[src/rtl/dhhm_pkg.sv]
`timescale 1ns / 1ps
// Shared types and constants of the dual homography height map remap block.
// Depends on nothing; every other file imports it.
package dhhm_pkg;

   localparam int MAP_WIDTH_DEF    = 512;
   localparam int MAP_HEIGHT_DEF   = 256;
   localparam int TARGET_COUNT_DEF = 16;

   localparam int COEF_COUNT   = 18;
   localparam int ROW_COUNT    = 6;
   localparam int SUM_W        = 50;
   localparam int MAG_W        = 50;
   localparam int PROD_W       = 49;
   localparam int ADDR_W       = 25;
   localparam int QUEUE_DEPTH  = 2;
   localparam logic [7:0] THRESH_RESET = 8'd150;

   typedef enum logic [1:0] {
      OP_POINT = 2'd0,
      OP_COEF  = 2'd1,
      OP_MAP   = 2'd2,
      OP_SPARE = 2'd3
   } op_type;

   typedef struct packed {
      op_type             kind;
      logic [3:0]         id;
      logic [15:0]        pos_x;
      logic [15:0]        pos_y;
      logic [4:0]         coef_index;
      logic signed [31:0] coef_value;
      logic [16:0]        map_addr;
      logic [7:0]         map_value;
   } job_type;

endpackage

[src/rtl/dhhm_fifo.sv]
`timescale 1ns / 1ps
// Short job queue between the front and the back part.
// Depends on dhhm_pkg for the job type and the depth.
module dhhm_fifo import dhhm_pkg::*; (
   input  logic    clock,
   input  logic    reset,
   input  logic    push,
   input  job_type push_data,
   output logic    full,
   input  logic    pop,
   output job_type pop_data,
   output logic    empty
);
   localparam int PTR_W = (QUEUE_DEPTH > 1) ? $clog2(QUEUE_DEPTH) : 1;
   localparam int CNT_W = $clog2(QUEUE_DEPTH + 1);

   job_type          entry_ff [QUEUE_DEPTH];
   logic [PTR_W-1:0] wr_ptr_ff, rd_ptr_ff;
   logic [CNT_W-1:0] count_ff;
   logic             do_push, do_pop;

   assign full     = (count_ff == CNT_W'(QUEUE_DEPTH));
   assign empty    = (count_ff == '0);
   assign do_push  = push && !full;
   assign do_pop   = pop && !empty;
   assign pop_data = entry_ff[rd_ptr_ff];

   always_ff @(posedge clock) begin
      if (reset) begin
         wr_ptr_ff <= '0;
         rd_ptr_ff <= '0;
         count_ff  <= '0;
      end else begin
         if (do_push) begin
            wr_ptr_ff <= (wr_ptr_ff == PTR_W'(QUEUE_DEPTH - 1)) ? '0 : wr_ptr_ff + 1'b1;
         end
         if (do_pop) begin
            rd_ptr_ff <= (rd_ptr_ff == PTR_W'(QUEUE_DEPTH - 1)) ? '0 : rd_ptr_ff + 1'b1;
         end
         if (do_push && !do_pop) begin
            count_ff <= count_ff + 1'b1;
         end else if (do_pop && !do_push) begin
            count_ff <= count_ff - 1'b1;
         end
      end
   end

   always_ff @(posedge clock) begin
      if (do_push) begin
         entry_ff[wr_ptr_ff] <= push_data;
      end
   end

endmodule

[config.mk]
export PLATFORM = sky130hd
export DESIGN_NAME = dhhm_fifo
export DESIGN_NICKNAME = d
export VERILOG_FILES = /design/src/rtl/dhhm_pkg.sv /design/src/rtl/dhhm_fifo.sv
export SDC_FILE = /design/constraint.sdc
export NUM_CORES = 1
export LEC_CHECK = 0
export BUFFER_PORTS_ARGS = -buffer_cell sky130_fd_sc_hd__buf_2
export CAP_MARGIN = 20
export CORE_UTILIZATION = 56
export CTS_BUF_LIST = sky130_fd_sc_hd__clkbuf_16
export DETAILED_ROUTE_END_ITERATION = 7
export PLACE_DENSITY = 0.85
export REMOVE_ABC_BUFFERS = 1
export SYNTH_ARGS = -nofsm -noshare
export SYNTH_HDL_FRONTEND = slang
export SYNTH_SLANG_ARGS = --single-unit
[constraint.sdc]
create_clock -name clock -period 5.58 [get_ports clock]
set_input_delay 0.279 -clock clock [delete_from_list [all_inputs] [get_ports clock]]
set_output_delay 0.279 -clock clock [all_outputs]
set_load 0.01 [all_outputs]
* Word-level counts from Yosys, hierarchy flattened *
Memory sizes are Yosys's and may differ from the RTL's. A register that Yosys moved wholly into a read port is not among the register bits.
Index checks and enable logic that the tools add are counted.

operators by class
  muxes and demuxes = 8
  equality and inequality tests = 1
  reductions and logical operators = 10
  $add $sub $neg = 4

operators with widths
  kind                                                                 number
  1-bit two-way mux                                                    6
  1-bit logical AND                                                    4
  1-bit zero test                                                      4
  2-bit two-way mux                                                    2
  1-bit adder (second input constant)                                  2
  2-bit by 1-bit adder with 2-bit output (second input constant)       1
  2-bit == test (second input constant)                                1
  2-bit zero test                                                      1
  2-bit nonzero test                                                   1
  2-bit by 1-bit subtractor with 2-bit output (second input constant)  1

storage, ports and cells
  input bits = 104
  logic and storage cells = 27
  memories kept = 1
  register bits after elaboration = 4
  RAM bits = 200
  output and inout bits = 102

memory list
  memory    words  width  rd ports  clocked after memory_dff  wr ports  RTL line         RTL
  entry_ff  2      100    1         1                         1         dhhm_fifo.sv:17  job_type entry_ff [QUEUE_DEPTH];

* Logic depth before layout (Yosys ltp) *
  word-level depth = 7
  mapped depth = 6
  gate-level depth less buffers = 6

* Worst setup path before layout *
No wires, ideal clock.

  kind = reg-to-reg
  from = reg count_ff[1]
  to = mem entry_ff[1][0] (netlist bit) (enable)
  period minus slack after synthesis = 3425 ps
  arrival = 2954 ps
  path buffers = 0
  slack = 2155 ps
  library setup time = 470 ps
  required time = 5110 ps
  cell stages (with the launch flop) = 4
  cell sequence = dfxtp_1 -> nor2b_2 -> nor2_1 -> and2_1

on the way
  word-level cells in the longest chain between the ends = 5

ends and longest elaborated chain
  what                                     RTL line         RTL
  from (decl)                              dhhm_fifo.sv:19  logic [CNT_W-1:0] count_ff;
  from (signal assigned)                   dhhm_fifo.sv:41  count_ff <= count_ff + 1'b1;
  from (signal assigned)                   dhhm_fifo.sv:43  count_ff <= count_ff - 1'b1;
  2-bit == test                            dhhm_fifo.sv:22  assign full = (count_ff == CNT_W'(QUEUE_DEPTH));
  via full                                 dhhm_fifo.sv:9   output logic full,
  1-bit zero test                          dhhm_fifo.sv:24  assign do_push = push && !full;
  1-bit logical AND                        dhhm_fifo.sv:24
  via do_push                              dhhm_fifo.sv:20  logic do_push, do_pop;
  1-bit two-way mux                        dhhm_fifo.sv:49  if (do_push) begin
  1-bit two-way mux (implied by the code)  dhhm_fifo.sv:50  entry_ff[wr_ptr_ff] <= push_data;
  to (decl)                                dhhm_fifo.sv:17

The timed path passes the listed nets, and every way through them passes these cells.

==> reports/results.tsv <==
stage	metric	value	unit
outcome	status	finished, final reports clean	
timing	tns	0	ns
grt	grt_pass1_vias	4459	
power	seqPwrFrac	47.7	%
power	peakVddDrop	0.367	mV
critical_path	critPathRequiredTime	5.30	ns
critical_path	crit_type	reg -> out	
synthesis	ys_warn_count	0	
critical_path	crit_family	buffers and inverters	
floorplanning	die_w	117	µm
routing	drtIter0Drc	293	
timing	fin_crit	2.82	ns
hold_path	hold_path_end	entry_ff[1][49]	
clocking	path_clk_slew	0.06	ns
routing	ant_nets	0	
clocking	cts_tree	built	
power	power_density	419	nW/µm²
clocking	cts_buffers	20	
timing	hold_viol	0	
grt	grt_max_degree	61	
timing	skew	0.0116	ns
clocking	clk_latency	0.48	ns
floorplanning	core	12800	µm²
critical_path	r2r_setup_slack	2.98	ns
clocking	postCtsSetupBuffers	0	
timing	final-setup-viol-count	0	
timing	final_max_slew_viol_count	0	
routing	totalWireLength	15.3	mm
floorplanning	die_area	13700	µm²
timing	fin_crit_sh	50.5	%
power	switching_share	27.0	%
hold_path	min_path_cells	1	
timing	max_slew_margin	45.8	%
synthesis	synth.avg_cell_area	22.1	µm²
clocking	clock-sinks	205	
power	internal_power	3.11	mW
synthesis	ys_seq_elements	205	
grt	track_usage	21.4	%
synthesis	postSynthCellCount	336	
routing	firstDrtPassIters	4	
critical_path	slowest_stage	buf_4	
critical_path	worstPathArrival	2.54	ns
hold_path	hold_path_class	in -> reg	
critical_path	cp-end-kind	output port	
critical_path	path_buf_inv	2	
routing	drcViolationCount	0	
floorplanning	start_util	58.2	%
job	cap_viol_max_count	0	
placement	postPlaceCellArea	8620	µm²
placement	hpwl	8.18	mm
grt	grt-ovfl-total	0	
timing	rsz0062_at_grt	false	
power	pwr-share-comb	24.3	%
power	p_leak	3.87	nW
power	power_frac_clock	28.0	%
floorplanning	io_pins	206	
cells_and_area	design_area	10200	µm²
cells_and_area	fin_nets	758	
routing	post_drt_via_cell_ratio	5.07	
routing	vias	4247	
clocking	htreeDepth	1	
critical_path	r2r_end	entry_ff[0][51]	
placement	place.gp.congestion	0.725	
routing	post_drt_wl_per_cell	18.3	µm
timing	max_freq	355	MHz
clocking	cts_root_buf	clkbuf_16	
placement	portBuffers	205	
synthesis	yosysUniqueCellTypes	14	
cells_and_area	area_growth	37.0	%
clocking	clock_path_buffers	3	
critical_path	path_cells	buf_4 > mux2_2 > buf_2	
floorplanning	die_h	117	µm
synthesis	ys_seq_area_share	82.2	%
grt	grt_antenna_before_repair	0	
synthesis	syn_area	7430	µm²
cells_and_area	n_antenna_cell	0	
grt	grt_pass1_wl	21.9	mm
critical_path	slowest_delay	0.73	ns
critical_path	worst_setup_path_start_kind	flip-flop	
critical_path	worstPathMaxFanout	60	
floorplanning	rows	41	
timing	tightest_slew	0.813	ns
cells_and_area	drive_above_1_share	50.5	%
hold_path	hp-start	push_data[49]	
power	switchingPower	1.15	mW
critical_path	r2r_start	count_ff[0]	
critical_path	reg2reg_depth	4	
==> synth_stat cells, drive strengths merged <==
cell,n,area (µm²)
edfxtp,200,6010
mux2,100,1130
buf,11,80.1
dfxtp,5,100
nor2,5,18.8
o21ai,3,15.0
xor2,3,26.3
a21oi,2,10.0
inv,2,7.51
or3,2,12.5
and2,1,6.26
ha,1,12.5
nor2b,1,8.76
==> timing repair <==
item	CTS	global route
setup endpoints to repair	0	0
hold endpoints to repair	191	3
gates resized for setup	0	0
hold buffers	96	2
==> cells by family (layout without fill, tap and decap cells) <==
kind of cell	Yosys count	count (layout)	synth area share (%)
compound gates	5	5	0.337
xor+xnor	3	3	0.354
fa+ha+maj	1	1	0.168
buf+inv	13	342	1.18
flops	205	205	82.2
mux	100	100	15.2
simple gates	9	9	0.623
==> area by class of cell <==
type	instances	area [µm²]
clock buffers	21	526
clock inverters	13	52.6
fillers	662	2590
inverters	2	10.0
multi-input cells	118	1240
flip-flops and latches	205	6110
well taps	172	215
repair buffers	306	2030
==> sequential cells by signal (all words and copies together), names as in the netlist, named ones only <==
name / cells
entry_ff: 200
count_ff: 2
rd_ptr_ff: 1
wr_ptr_ff: 1
==> worst reg2reg max path, stage by stage, from the launching register on <==
cell	delay, ns
dfxtp_1	0.48
nor2b_2	0.12
or3_1	0.41
inv_4	0.52
buf_4	0.69
==> how the worst max path moves through the flow <==
stage	startpoint	end	slack [ns]	cells past startpoint
floorplan	count_ff[1]	entry_ff[1][0]	2.16	3
global placement	count_ff[1]	entry_ff[0][5]	3.16	4
detailed placement	count_ff[0]	entry_ff[0][31]	3.02	4
CTS	flip-flop	pop_data[95]	2.76	3
global route	flip-flop	pop_data[49]	2.62	3
finish	flip-flop	pop_data[63]	2.76	3
==> stage by stage <==
| stage | hold WS, ns | worst slack, ns | power [mW] | std cells | util [%] |
|---|---|---|---|---|---|
| 2_1_floorplan | 0.348 | 2.16 | 2.66 | 325 | - |
| 3_3_place_gp | 0.467 | 3.16 | 2.99 | 705 | 67.5 |
| 3_5_place_dp | 0.470 | 3.02 | 3.03 | 705 | 67.5 |
| 4_1_cts | 0.00125 | 2.76 | 4.26 | 835 | 79.5 |
| 5_1_grt | 0.00689 | 2.62 | 4.44 | 837 | 79.7 |
| 6_report | 0.0291 | 2.76 | 4.26 | 837 | 79.7 |
==> power by group through the flow <==
stage / Clock [mW] / Combinational (mW) / Sequential (mW)
6_report: 1.19 / 1.04 / 2.03
5_1_grt: 1.27 / 1.12 / 2.05
2_1_floorplan: 0 / 0.578 / 2.09
4_1_cts: 1.20 / 1.03 / 2.03
3_5_place_dp: 0 / 0.966 / 2.06
3_3_place_gp: 0 / 0.947 / 2.04
==> layout by cell type, fill, tap and decap left out, drive strengths merged <==
master | synthesis | final
inv | 2 | 6
edfxtp | 200 | 200
nor2 | 5 | 5
ha | 1 | 1
o21ai | 3 | 3
clkbuf | 0 | 21
nor2b | 1 | 1
mux2 | 100 | 100
buf | 11 | 208
and2 | 1 | 1
or3 | 2 | 2
xor2 | 3 | 3
a21oi | 2 | 2
dlygate4sd3 | 0 | 98
dfxtp | 5 | 5
clkinv | 0 | 9
==> layer usage <==
metal / up-vias / GRT usage, % / wire, µm
met5: - / 0 / 0
met1: 2077 / 23.3 / 5570
li1: 1965 / - / -
met4: 0 / 5.82 / 299
met3: 31 / 5.92 / 1270
met2: 174 / 40.5 / 8200
Power figures use the tool's default switching activity.
