[config.mk]
export PLATFORM = sky130hd
export DESIGN_NAME = dhhm_front
export DESIGN_NICKNAME = d
export VERILOG_FILES = /design/src/rtl/dhhm_pkg.sv /design/src/rtl/dhhm_front.sv
export SDC_FILE = /design/constraint.sdc
export NUM_CORES = 1
export LEC_CHECK = 0
export BUFFER_PORTS_ARGS = -buffer_cell sky130_fd_sc_hd__buf_4
export CORE_MARGIN = 2
export CORE_UTILIZATION = 25
export CTS_CLUSTER_DIAMETER = 40
export DETAILED_ROUTE_END_ITERATION = 10
export GPL_TIMING_DRIVEN = 0
export PLACE_DENSITY_LB_ADDON = 0.1
export SYNTH_ARGS = -nofsm -noshare
export SYNTH_HDL_FRONTEND = slang
export SYNTH_SLANG_ARGS = --single-unit
export TNS_END_PERCENT = 30
[constraint.sdc]
create_clock -name clock -period 10.7 [get_ports clock]
set_clock_uncertainty 0.2 [all_clocks]
set_input_delay 1.07 -clock clock [delete_from_list [all_inputs] [get_ports clock]]
set_output_delay 1.07 -clock clock [all_outputs]
set_load 0.05 [all_outputs]
[src/rtl/dhhm_pkg.sv]
`timescale 1ns / 1ps
// Shared types and constants of the dual homography height map remap block.
// Depends on nothing; every other file imports it.
package dhhm_pkg;

   localparam int MAP_WIDTH_DEF    = 512;
   localparam int MAP_HEIGHT_DEF   = 256;
   localparam int TARGET_COUNT_DEF = 16;

   localparam int COEF_COUNT   = 18;
   localparam int ROW_COUNT    = 6;
   localparam int SUM_W        = 50;
   localparam int MAG_W        = 50;
   localparam int PROD_W       = 49;
   localparam int ADDR_W       = 25;
   localparam int QUEUE_DEPTH  = 2;
   localparam logic [7:0] THRESH_RESET = 8'd150;

   typedef enum logic [1:0] {
      OP_POINT = 2'd0,
      OP_COEF  = 2'd1,
      OP_MAP   = 2'd2,
      OP_SPARE = 2'd3
   } op_type;

   typedef struct packed {
      op_type             kind;
      logic [3:0]         id;
      logic [15:0]        pos_x;
      logic [15:0]        pos_y;
      logic [4:0]         coef_index;
      logic signed [31:0] coef_value;
      logic [16:0]        map_addr;
      logic [7:0]         map_value;
   } job_type;

endpackage

[src/rtl/dhhm_front.sv]
`timescale 1ns / 1ps
// Front part: accepts items, drops ignored ones, updates the position table.
// Depends on dhhm_pkg; feeds dhhm_fifo.
module dhhm_front import dhhm_pkg::*; #(
   parameter int MAP_WIDTH    = MAP_WIDTH_DEF,
   parameter int MAP_HEIGHT   = MAP_HEIGHT_DEF,
   parameter int TARGET_COUNT = TARGET_COUNT_DEF
) (
   input  logic               clock,
   input  logic               reset,
   input  logic               req_push,
   output logic               req_full,
   input  logic [1:0]         req_op,
   input  logic [3:0]         req_target_id,
   input  logic [15:0]        req_pos_x,
   input  logic [15:0]        req_pos_y,
   input  logic [4:0]         req_coef_index,
   input  logic signed [31:0] req_coef_value,
   input  logic [16:0]        req_map_addr,
   input  logic [7:0]         req_map_value,
   output logic               q_push,
   output job_type            q_data,
   input  logic               q_full
);
   localparam int MAP_SIZE = MAP_WIDTH * MAP_HEIGHT;
   localparam int TIDX_W   = $clog2(TARGET_COUNT);

   typedef enum logic [1:0] {
      F_ACCEPT = 2'b01,
      F_WORK   = 2'b10
   } fstate_type;

   fstate_type        state_ff;
   job_type           job_ff;
   logic              keep_ff;
   logic [31:0]       pos_mem [TARGET_COUNT];
   logic [TARGET_COUNT-1:0] pos_vld_ff;
   logic [31:0]       pos_rd_ff;
   logic              pos_hit_ff;
   logic              accept, keep_in, is_point;
   logic [8:0]        rd_wide, wr_wide;
   logic [TIDX_W-1:0] rd_idx, wr_idx;
   logic [15:0]       old_x, old_y, new_x, new_y;
   logic [16:0]       sum_x, sum_y;

   assign req_full = (state_ff != F_ACCEPT);
   assign accept   = req_push && !req_full;
   assign rd_wide  = {5'd0, req_target_id};
   assign wr_wide  = {5'd0, job_ff.id};
   assign rd_idx   = rd_wide[TIDX_W-1:0];
   assign wr_idx   = wr_wide[TIDX_W-1:0];

   always_comb begin
      keep_in = 1'b0;
      if (req_op == OP_POINT) begin
         keep_in = ({5'd0, req_target_id} < 9'(TARGET_COUNT));
      end else if (req_op == OP_COEF) begin
         keep_in = (req_coef_index < 5'(COEF_COUNT));
      end else if (req_op == OP_MAP) begin
         keep_in = ({8'd0, req_map_addr} < ADDR_W'(MAP_SIZE));
      end
   end

   assign is_point = (job_ff.kind == OP_POINT);
   assign old_x    = pos_hit_ff ? pos_rd_ff[15:0]  : 16'd0;
   assign old_y    = pos_hit_ff ? pos_rd_ff[31:16] : 16'd0;
   assign sum_x    = {1'b0, old_x} + {1'b0, job_ff.pos_x};
   assign sum_y    = {1'b0, old_y} + {1'b0, job_ff.pos_y};
   assign new_x    = (old_x == 16'd0 && old_y == 16'd0) ? job_ff.pos_x : sum_x[16:1];
   assign new_y    = (old_x == 16'd0 && old_y == 16'd0) ? job_ff.pos_y : sum_y[16:1];

   always_comb begin
      q_data       = job_ff;
      q_data.pos_x = new_x;
      q_data.pos_y = new_y;
   end

   assign q_push = (state_ff == F_WORK) && keep_ff && !q_full;

   always_ff @(posedge clock) begin
      if (reset) begin
         state_ff   <= F_ACCEPT;
         keep_ff    <= 1'b0;
         pos_vld_ff <= '0;
      end else begin
         unique case (state_ff)
            F_ACCEPT: begin
               if (accept) begin
                  state_ff <= F_WORK;
                  keep_ff  <= keep_in;
               end
            end
            F_WORK: begin
               if (!keep_ff) begin
                  state_ff <= F_ACCEPT;
               end else if (!q_full) begin
                  state_ff <= F_ACCEPT;
                  if (is_point) begin
                     pos_vld_ff[wr_idx] <= 1'b1;
                  end
               end
            end
            default: state_ff <= F_ACCEPT;
         endcase
      end
   end

   always_ff @(posedge clock) begin
      if (accept) begin
         job_ff.kind       <= op_type'(req_op);
         job_ff.id         <= req_target_id;
         job_ff.pos_x      <= req_pos_x;
         job_ff.pos_y      <= req_pos_y;
         job_ff.coef_index <= req_coef_index;
         job_ff.coef_value <= req_coef_value;
         job_ff.map_addr   <= req_map_addr;
         job_ff.map_value  <= req_map_value;
         pos_rd_ff         <= pos_mem[rd_idx];
         pos_hit_ff        <= pos_vld_ff[rd_idx];
      end
      if (q_push && is_point) begin
         pos_mem[wr_idx] <= {new_y, new_x};
      end
   end

endmodule

-- Word-level counts from Yosys, hierarchy flattened
Memory sizes are Yosys's and may differ from the RTL's. A register that Yosys moved wholly into a read port is not among the register bits.
Cells that the tools add are included.
- $add $sub $neg: 2
- muxes and demuxes: 17
- magnitude comparators: 4
- reduce and logical (&&, ||, !) cells: 15
- equality and inequality tests: 7
- bitwise logic cells: 2
- operators by type and width (cell ; number):
    2-to-1 mux 16 bit ; 4
    adder 16 x 16 -> 17 bit ; 2
    zero test 16 bit ; 2
    bitwise OR 16 bit ; 1
    < comparator 4 x 5 -> 1 bit, second input constant ; 2
    2-to-1 mux 1 bit ; 7
    logical AND 1 bit ; 6
    2-to-1 mux 2 bit ; 3
    < comparator 5 bit, second input constant ; 1
    binary-select mux 1 bit (select 4 bit) ; 1
    demux 1 bit (select 4 bit) ; 1
    equality test 2 x 1 -> 1 bit, second input constant ; 2
    equality test 2 bit, second input constant ; 2
    greater-or-equal comparator 4 x 1 -> 1 bit, second input constant ; 1
    zero test 2 bit ; 2
    one-hot mux 2 bit (2 select lines) ; 1
    AND reduction 2 bit ; 2
    AND reduction 4 bit ; 1
    != test 3 bit, second input constant ; 1
    zero test 1 bit ; 2
    != test 2 x 1 -> 1 bit, second input constant ; 1
    != test 2 bit, second input constant ; 1
    inverter 1 bit ; 1
- memories kept: 1
- RAM bits: 512
- output and inout bits: 102
- bits of input ports: 104
- word-level logic and storage cells: 60
- bits in registers: 120
- memory list (name ; depth ; width ; read ports ; clocked after Yosys merged registers in ; wr ports ; RTL line ; text):
    pos_mem ; 16 ; 32 ; 1 ; 1 ; 1 ; dhhm_front.sv:36 ; logic [31:0] pos_mem [TARGET_COUNT];

-- Logic depth before layout (Yosys ltp)
- depth after elaboration: 6
- gate-level depth with buffers: 9
- mapped depth without buffers: 8

-- Least setup slack after synthesis
OpenSTA, ideal clock, no wires.
- path type: register to output
- start: reg pos_hit_ff
- end: out q_data[72] (netlist bit)
- data arrival time: 4.011 ns
- path buffers: 1
- cell stages (with the launch flop): 10
- setup slack: 5.419 ns
- path through: edfxtp_1 > clkbuf_1 > and2_1 > ha_1 > a41o_1 > a2111oi_4 > nor3_1 > a221o_1 > xnor2_1 > o21ai_0
- RTL lines (element ; RTL line ; text):
    from (decl) ; dhhm_front.sv:39 ; logic pos_hit_ff;
    from (signal assigned) ; dhhm_front.sv:119 ; pos_hit_ff <= pos_vld_ff[rd_idx];
    to (decl) ; dhhm_front.sv:22 ; output job_type q_data,

==> flow_metrics.tcl <==
set metrics [dict create \
    status "completed" \
    setup_slack_ps 4406 \
    worst_pin_slew_ps 1346 \
    clk_pin_slew_ps 50 \
    p_int_w 0.005836 \
    place.gp.congestion 0.7337 \
    grt-ovfl-total 0 \
    hold_viol 0 \
    min_period_ps 6294 \
    drv_slew 0 \
    dp_cells 2981 \
    fin_cells 3202 \
    p_comb_share_pct 7.8 \
    whs_ps 267.0 \
    yosys.area_share.xor_xnor_pct 0.7263 \
    die_x_um 329.8 \
    io_pins 206 \
    reg2reg_depth 9 \
    port_buffers 204 \
    clock-root-buffer "clkbuf_16" \
    cp.arrival_ps 5020 \
    grt_pass1_vias 14995 \
    ys.flop_type "edfxtp_1" \
    postRouteAntennaNets 0 \
    ctsHoldBuffers 0 \
    drc 0 \
    grt_start_max_net_pins 94 \
    cts_buffers 116 \
    multi_input_area_um2 6161 \
    irDropWorstVdd_uv 148.5 \
    synth_top_family_by_area "multiplexers" \
    start_kind "flop" \
    min-delay-path-class "flop to flop" \
    post_cts_buffers 0 \
    period_share_pct 58.82 \
    drive_gt1_share_pct 39.83 \
    maxCapViolations 0 \
    grt_pass1_wl_um 109400 \
    whs_path_depth 2 \
    cts_sinks 664 \
    routed_wl_um 76410 \
    fmax_mhz 158.9 \
    vias 13905 \
    syn_to_final_growth_pct 31.92 \
    setup_tns_ps 0 \
    synth_mux_area_share_pct 14.09 \
    path_class "flop to output pin" \
    dp_hpwl_um 52120 \
    dieArea_um2 108700 \
    end_kind "output pin" \
    yosysUniqueCellTypes 53 \
    drt_pass1_iterations 6 \
    rows 119 \
    yosys.area_share.adder_pct 1.566 \
    yosysSeqAreaShare_pct 74.44 \
    htree_num_levels 3 \
    core_area_um2 105300 \
    start_util_pct 25.20 \
    seqPwrFrac_pct 39.7 \
    power_density_nw_per_um2 214.3 \
    rsz0062_at_grt "no" \
    worstPathRequired_ps 9430 \
    via_per_inst 4.343 \
    clk_latency_ps 680 \
    grt_antenna_before_repair 1 \
    die_height_um 329.8 \
    ctsResizeCount 0 \
    ys_ff_latch 664 \
    drt_first_iter_violations 836 \
    p_clk_share_pct 52.6 \
    nFillCells 10061 \
    syn_nets 1460 \
    post-place-ws_ps 5089 \
    synth-simple-area-share_pct 3.636 \
    avgSynthCellArea_um2 20.04 \
    setup_viol 0 \
    path_max_fanout 17 \
    track_usage_pct 14.18 \
    yosys_warnings 0 \
    synth_edf_count 645 \
    register_area_um2 19750 \
    p_leak_nw 11.95 \
    wl_per_cell_um 23.86 \
    swShare_pct 22.19 \
    ys_async_sr_fraction_pct 0 \
    final_nets 1844 \
    synth_compound_area_share_pct 2.702 \
    synthesis.area_um2 26530 \
    clock_path_buffers 3 \
    switchingPower_w 0.001664 \
    tritoncts "built" \
    syn_inst 1324 \
    slew_headroom_pct 10.27 \
]
==> cells by family after synthesis <==
kind of cell / after synthesis
DFF: 664
and+or+nand+nor: 199
muxes: 167
buffers and inverters: 127
AOI/OAI and AO/OA: 113
adders and majority gates: 32
xor gates and xnor gates: 22
==> stage by stage <==
stage                     area, um^2  total power [W]  util (%)
final                          35000         0.007501     33.25
after CTS                      34990         0.007616     33.24
after global placement         29800         0.003606     28.31
after global routing           34990         0.007760     33.24
after detailed placement       30810         0.003623     29.27
after floorplan                26530         0.003388         -
==> flip-flops by register name (all words and copies together), names as in the netlist <==
register / flops
job_ff: 32
keep_ff: 1
pos_hit_ff: 1
pos_mem: 512
pos_rd_ff: 32
pos_vld_ff: 16
q_data: 64
state_ff: 2
wr_idx: 4
==> power by group through the flow <==
stage | sequential, W | combinational (W) | clock [W]
global route | 0.00298 | 0.000632 | 0.00415
global placement | 0.00304 | 0.000566 | 0
finish | 0.00298 | 0.000582 | 0.00394
floorplan | 0.00302 | 0.000367 | 0
CTS | 0.00298 | 0.000598 | 0.00404
detailed placement | 0.00303 | 0.000596 | 0
==> final cells by class <==
| type | instances | share of cell area, % |
|---|---|---|
| Sequential cell | 664 | 56.43 |
| Multi-Input combinational cell | 533 | 17.60 |
| Clock buffer | 143 | 8.767 |
| Timing Repair Buffer | 266 | 6.850 |
| Tap cell | 1391 | 4.973 |
| Clock inverter | 77 | 3.196 |
| Buffer | 119 | 2.063 |
| Inverter | 8 | 0.1073 |
| Antenna cell | 1 | 0.007151 |
==> synth_stat cells (2+ instances only) <==
master / n / area [um^2]
a31oi_1: 5 / 31.28
inv_1: 7 / 26.28
buf_1: 3 / 11.26
edfxtp_1: 645 / 19370
o21ai_0: 37 / 185.2
o211ai_1: 3 / 22.52
nand3b_1: 4 / 30.03
dfxtp_1: 19 / 380.4
nor2b_1: 5 / 31.28
mux2_2: 2 / 22.52
o31ai_1: 3 / 22.52
or4_1: 2 / 15.01
ha_1: 30 / 375.4
nor4_1: 9 / 56.30
o21bai_1: 3 / 22.52
nand2_1: 52 / 195.2
and2_1: 34 / 212.7
a21o_1: 9 / 67.56
nand3_1: 7 / 35.03
a21oi_1: 30 / 150.1
nor2_1: 57 / 214.0
nand2b_1: 5 / 31.28
and3_2: 2 / 15.01
a211oi_1: 7 / 52.55
o21a_1: 2 / 15.01
o31a_1: 2 / 17.52
fa_1: 2 / 40.04
nor3_1: 11 / 55.05
buf_4: 68 / 510.5
xor2_1: 10 / 87.58
buf_2: 10 / 50.05
xnor2_1: 12 / 105.1
or3_1: 3 / 18.77
nand4_1: 5 / 31.28
mux4_2: 165 / 3716
clkbuf_1: 37 / 138.9
==> layout by cell type, fill, tap and decap left out, types with 9 or more instances in the layout <==
master      Yosys  routed
xnor2_1        12      12
buf_16          0       9
xor2_1         10      10
o21ai_0        37      18
clkinv_2        0      16
buf_4          68     293
nand2_1        52      52
nor4_1          9       9
mux4_2        165     165
buf_6           1      21
edfxtp_1      645     645
nor2_1         57      45
buf_12          0      11
bufinv_16       0      27
nor2_4          0      12
and2_1         34      34
dfxtp_1        19      19
a21o_1          9       9
ha_1           30      30
a21oi_1        30      30
clkbuf_1       37      61
clkinv_1        1      15
o21ai_1         0      19
clkbuf_16       0     119
clkinvlp_4      0       9
buf_2          10      10
==> metal layers <==
layer	vias to the layer above	routed length (um)	global-route usage (%)
met3	127	3728	3.117
met5	-	0	0
met1	7273	32670	17.93
li1	6156	-	-
met2	349	38190	24.41
met4	0	1824	3.962
==> worst paths after layout <==
path                                                     to  slack, ps                   startpoint
worst max-delay path                             q_data[76]       4410         pos_hit_ff$_DFFE_PP_
worst min register to register  pos_vld_ff[11]$_SDFFE_PP0P_        270  pos_vld_ff[11]$_SDFFE_PP0P_
worst max register to register    pos_mem[14][30]$_DFFE_PP_       6170         pos_hit_ff$_DFFE_PP_
worst min-delay path            pos_vld_ff[11]$_SDFFE_PP0P_        270  pos_vld_ff[11]$_SDFFE_PP0P_
==> critical path: stages (launching register included) <==
cell	delay [ps]
edfxtp_1	640
clkbuf_1	610
and2_1	270
ha_1	250
a41o_1	280
a2111oi_4	440
nor3_1	170
a221o_1	470
a211oi_1	260
nand3b_1	610
buf_4	330
(Power assumes the default switching activity.)
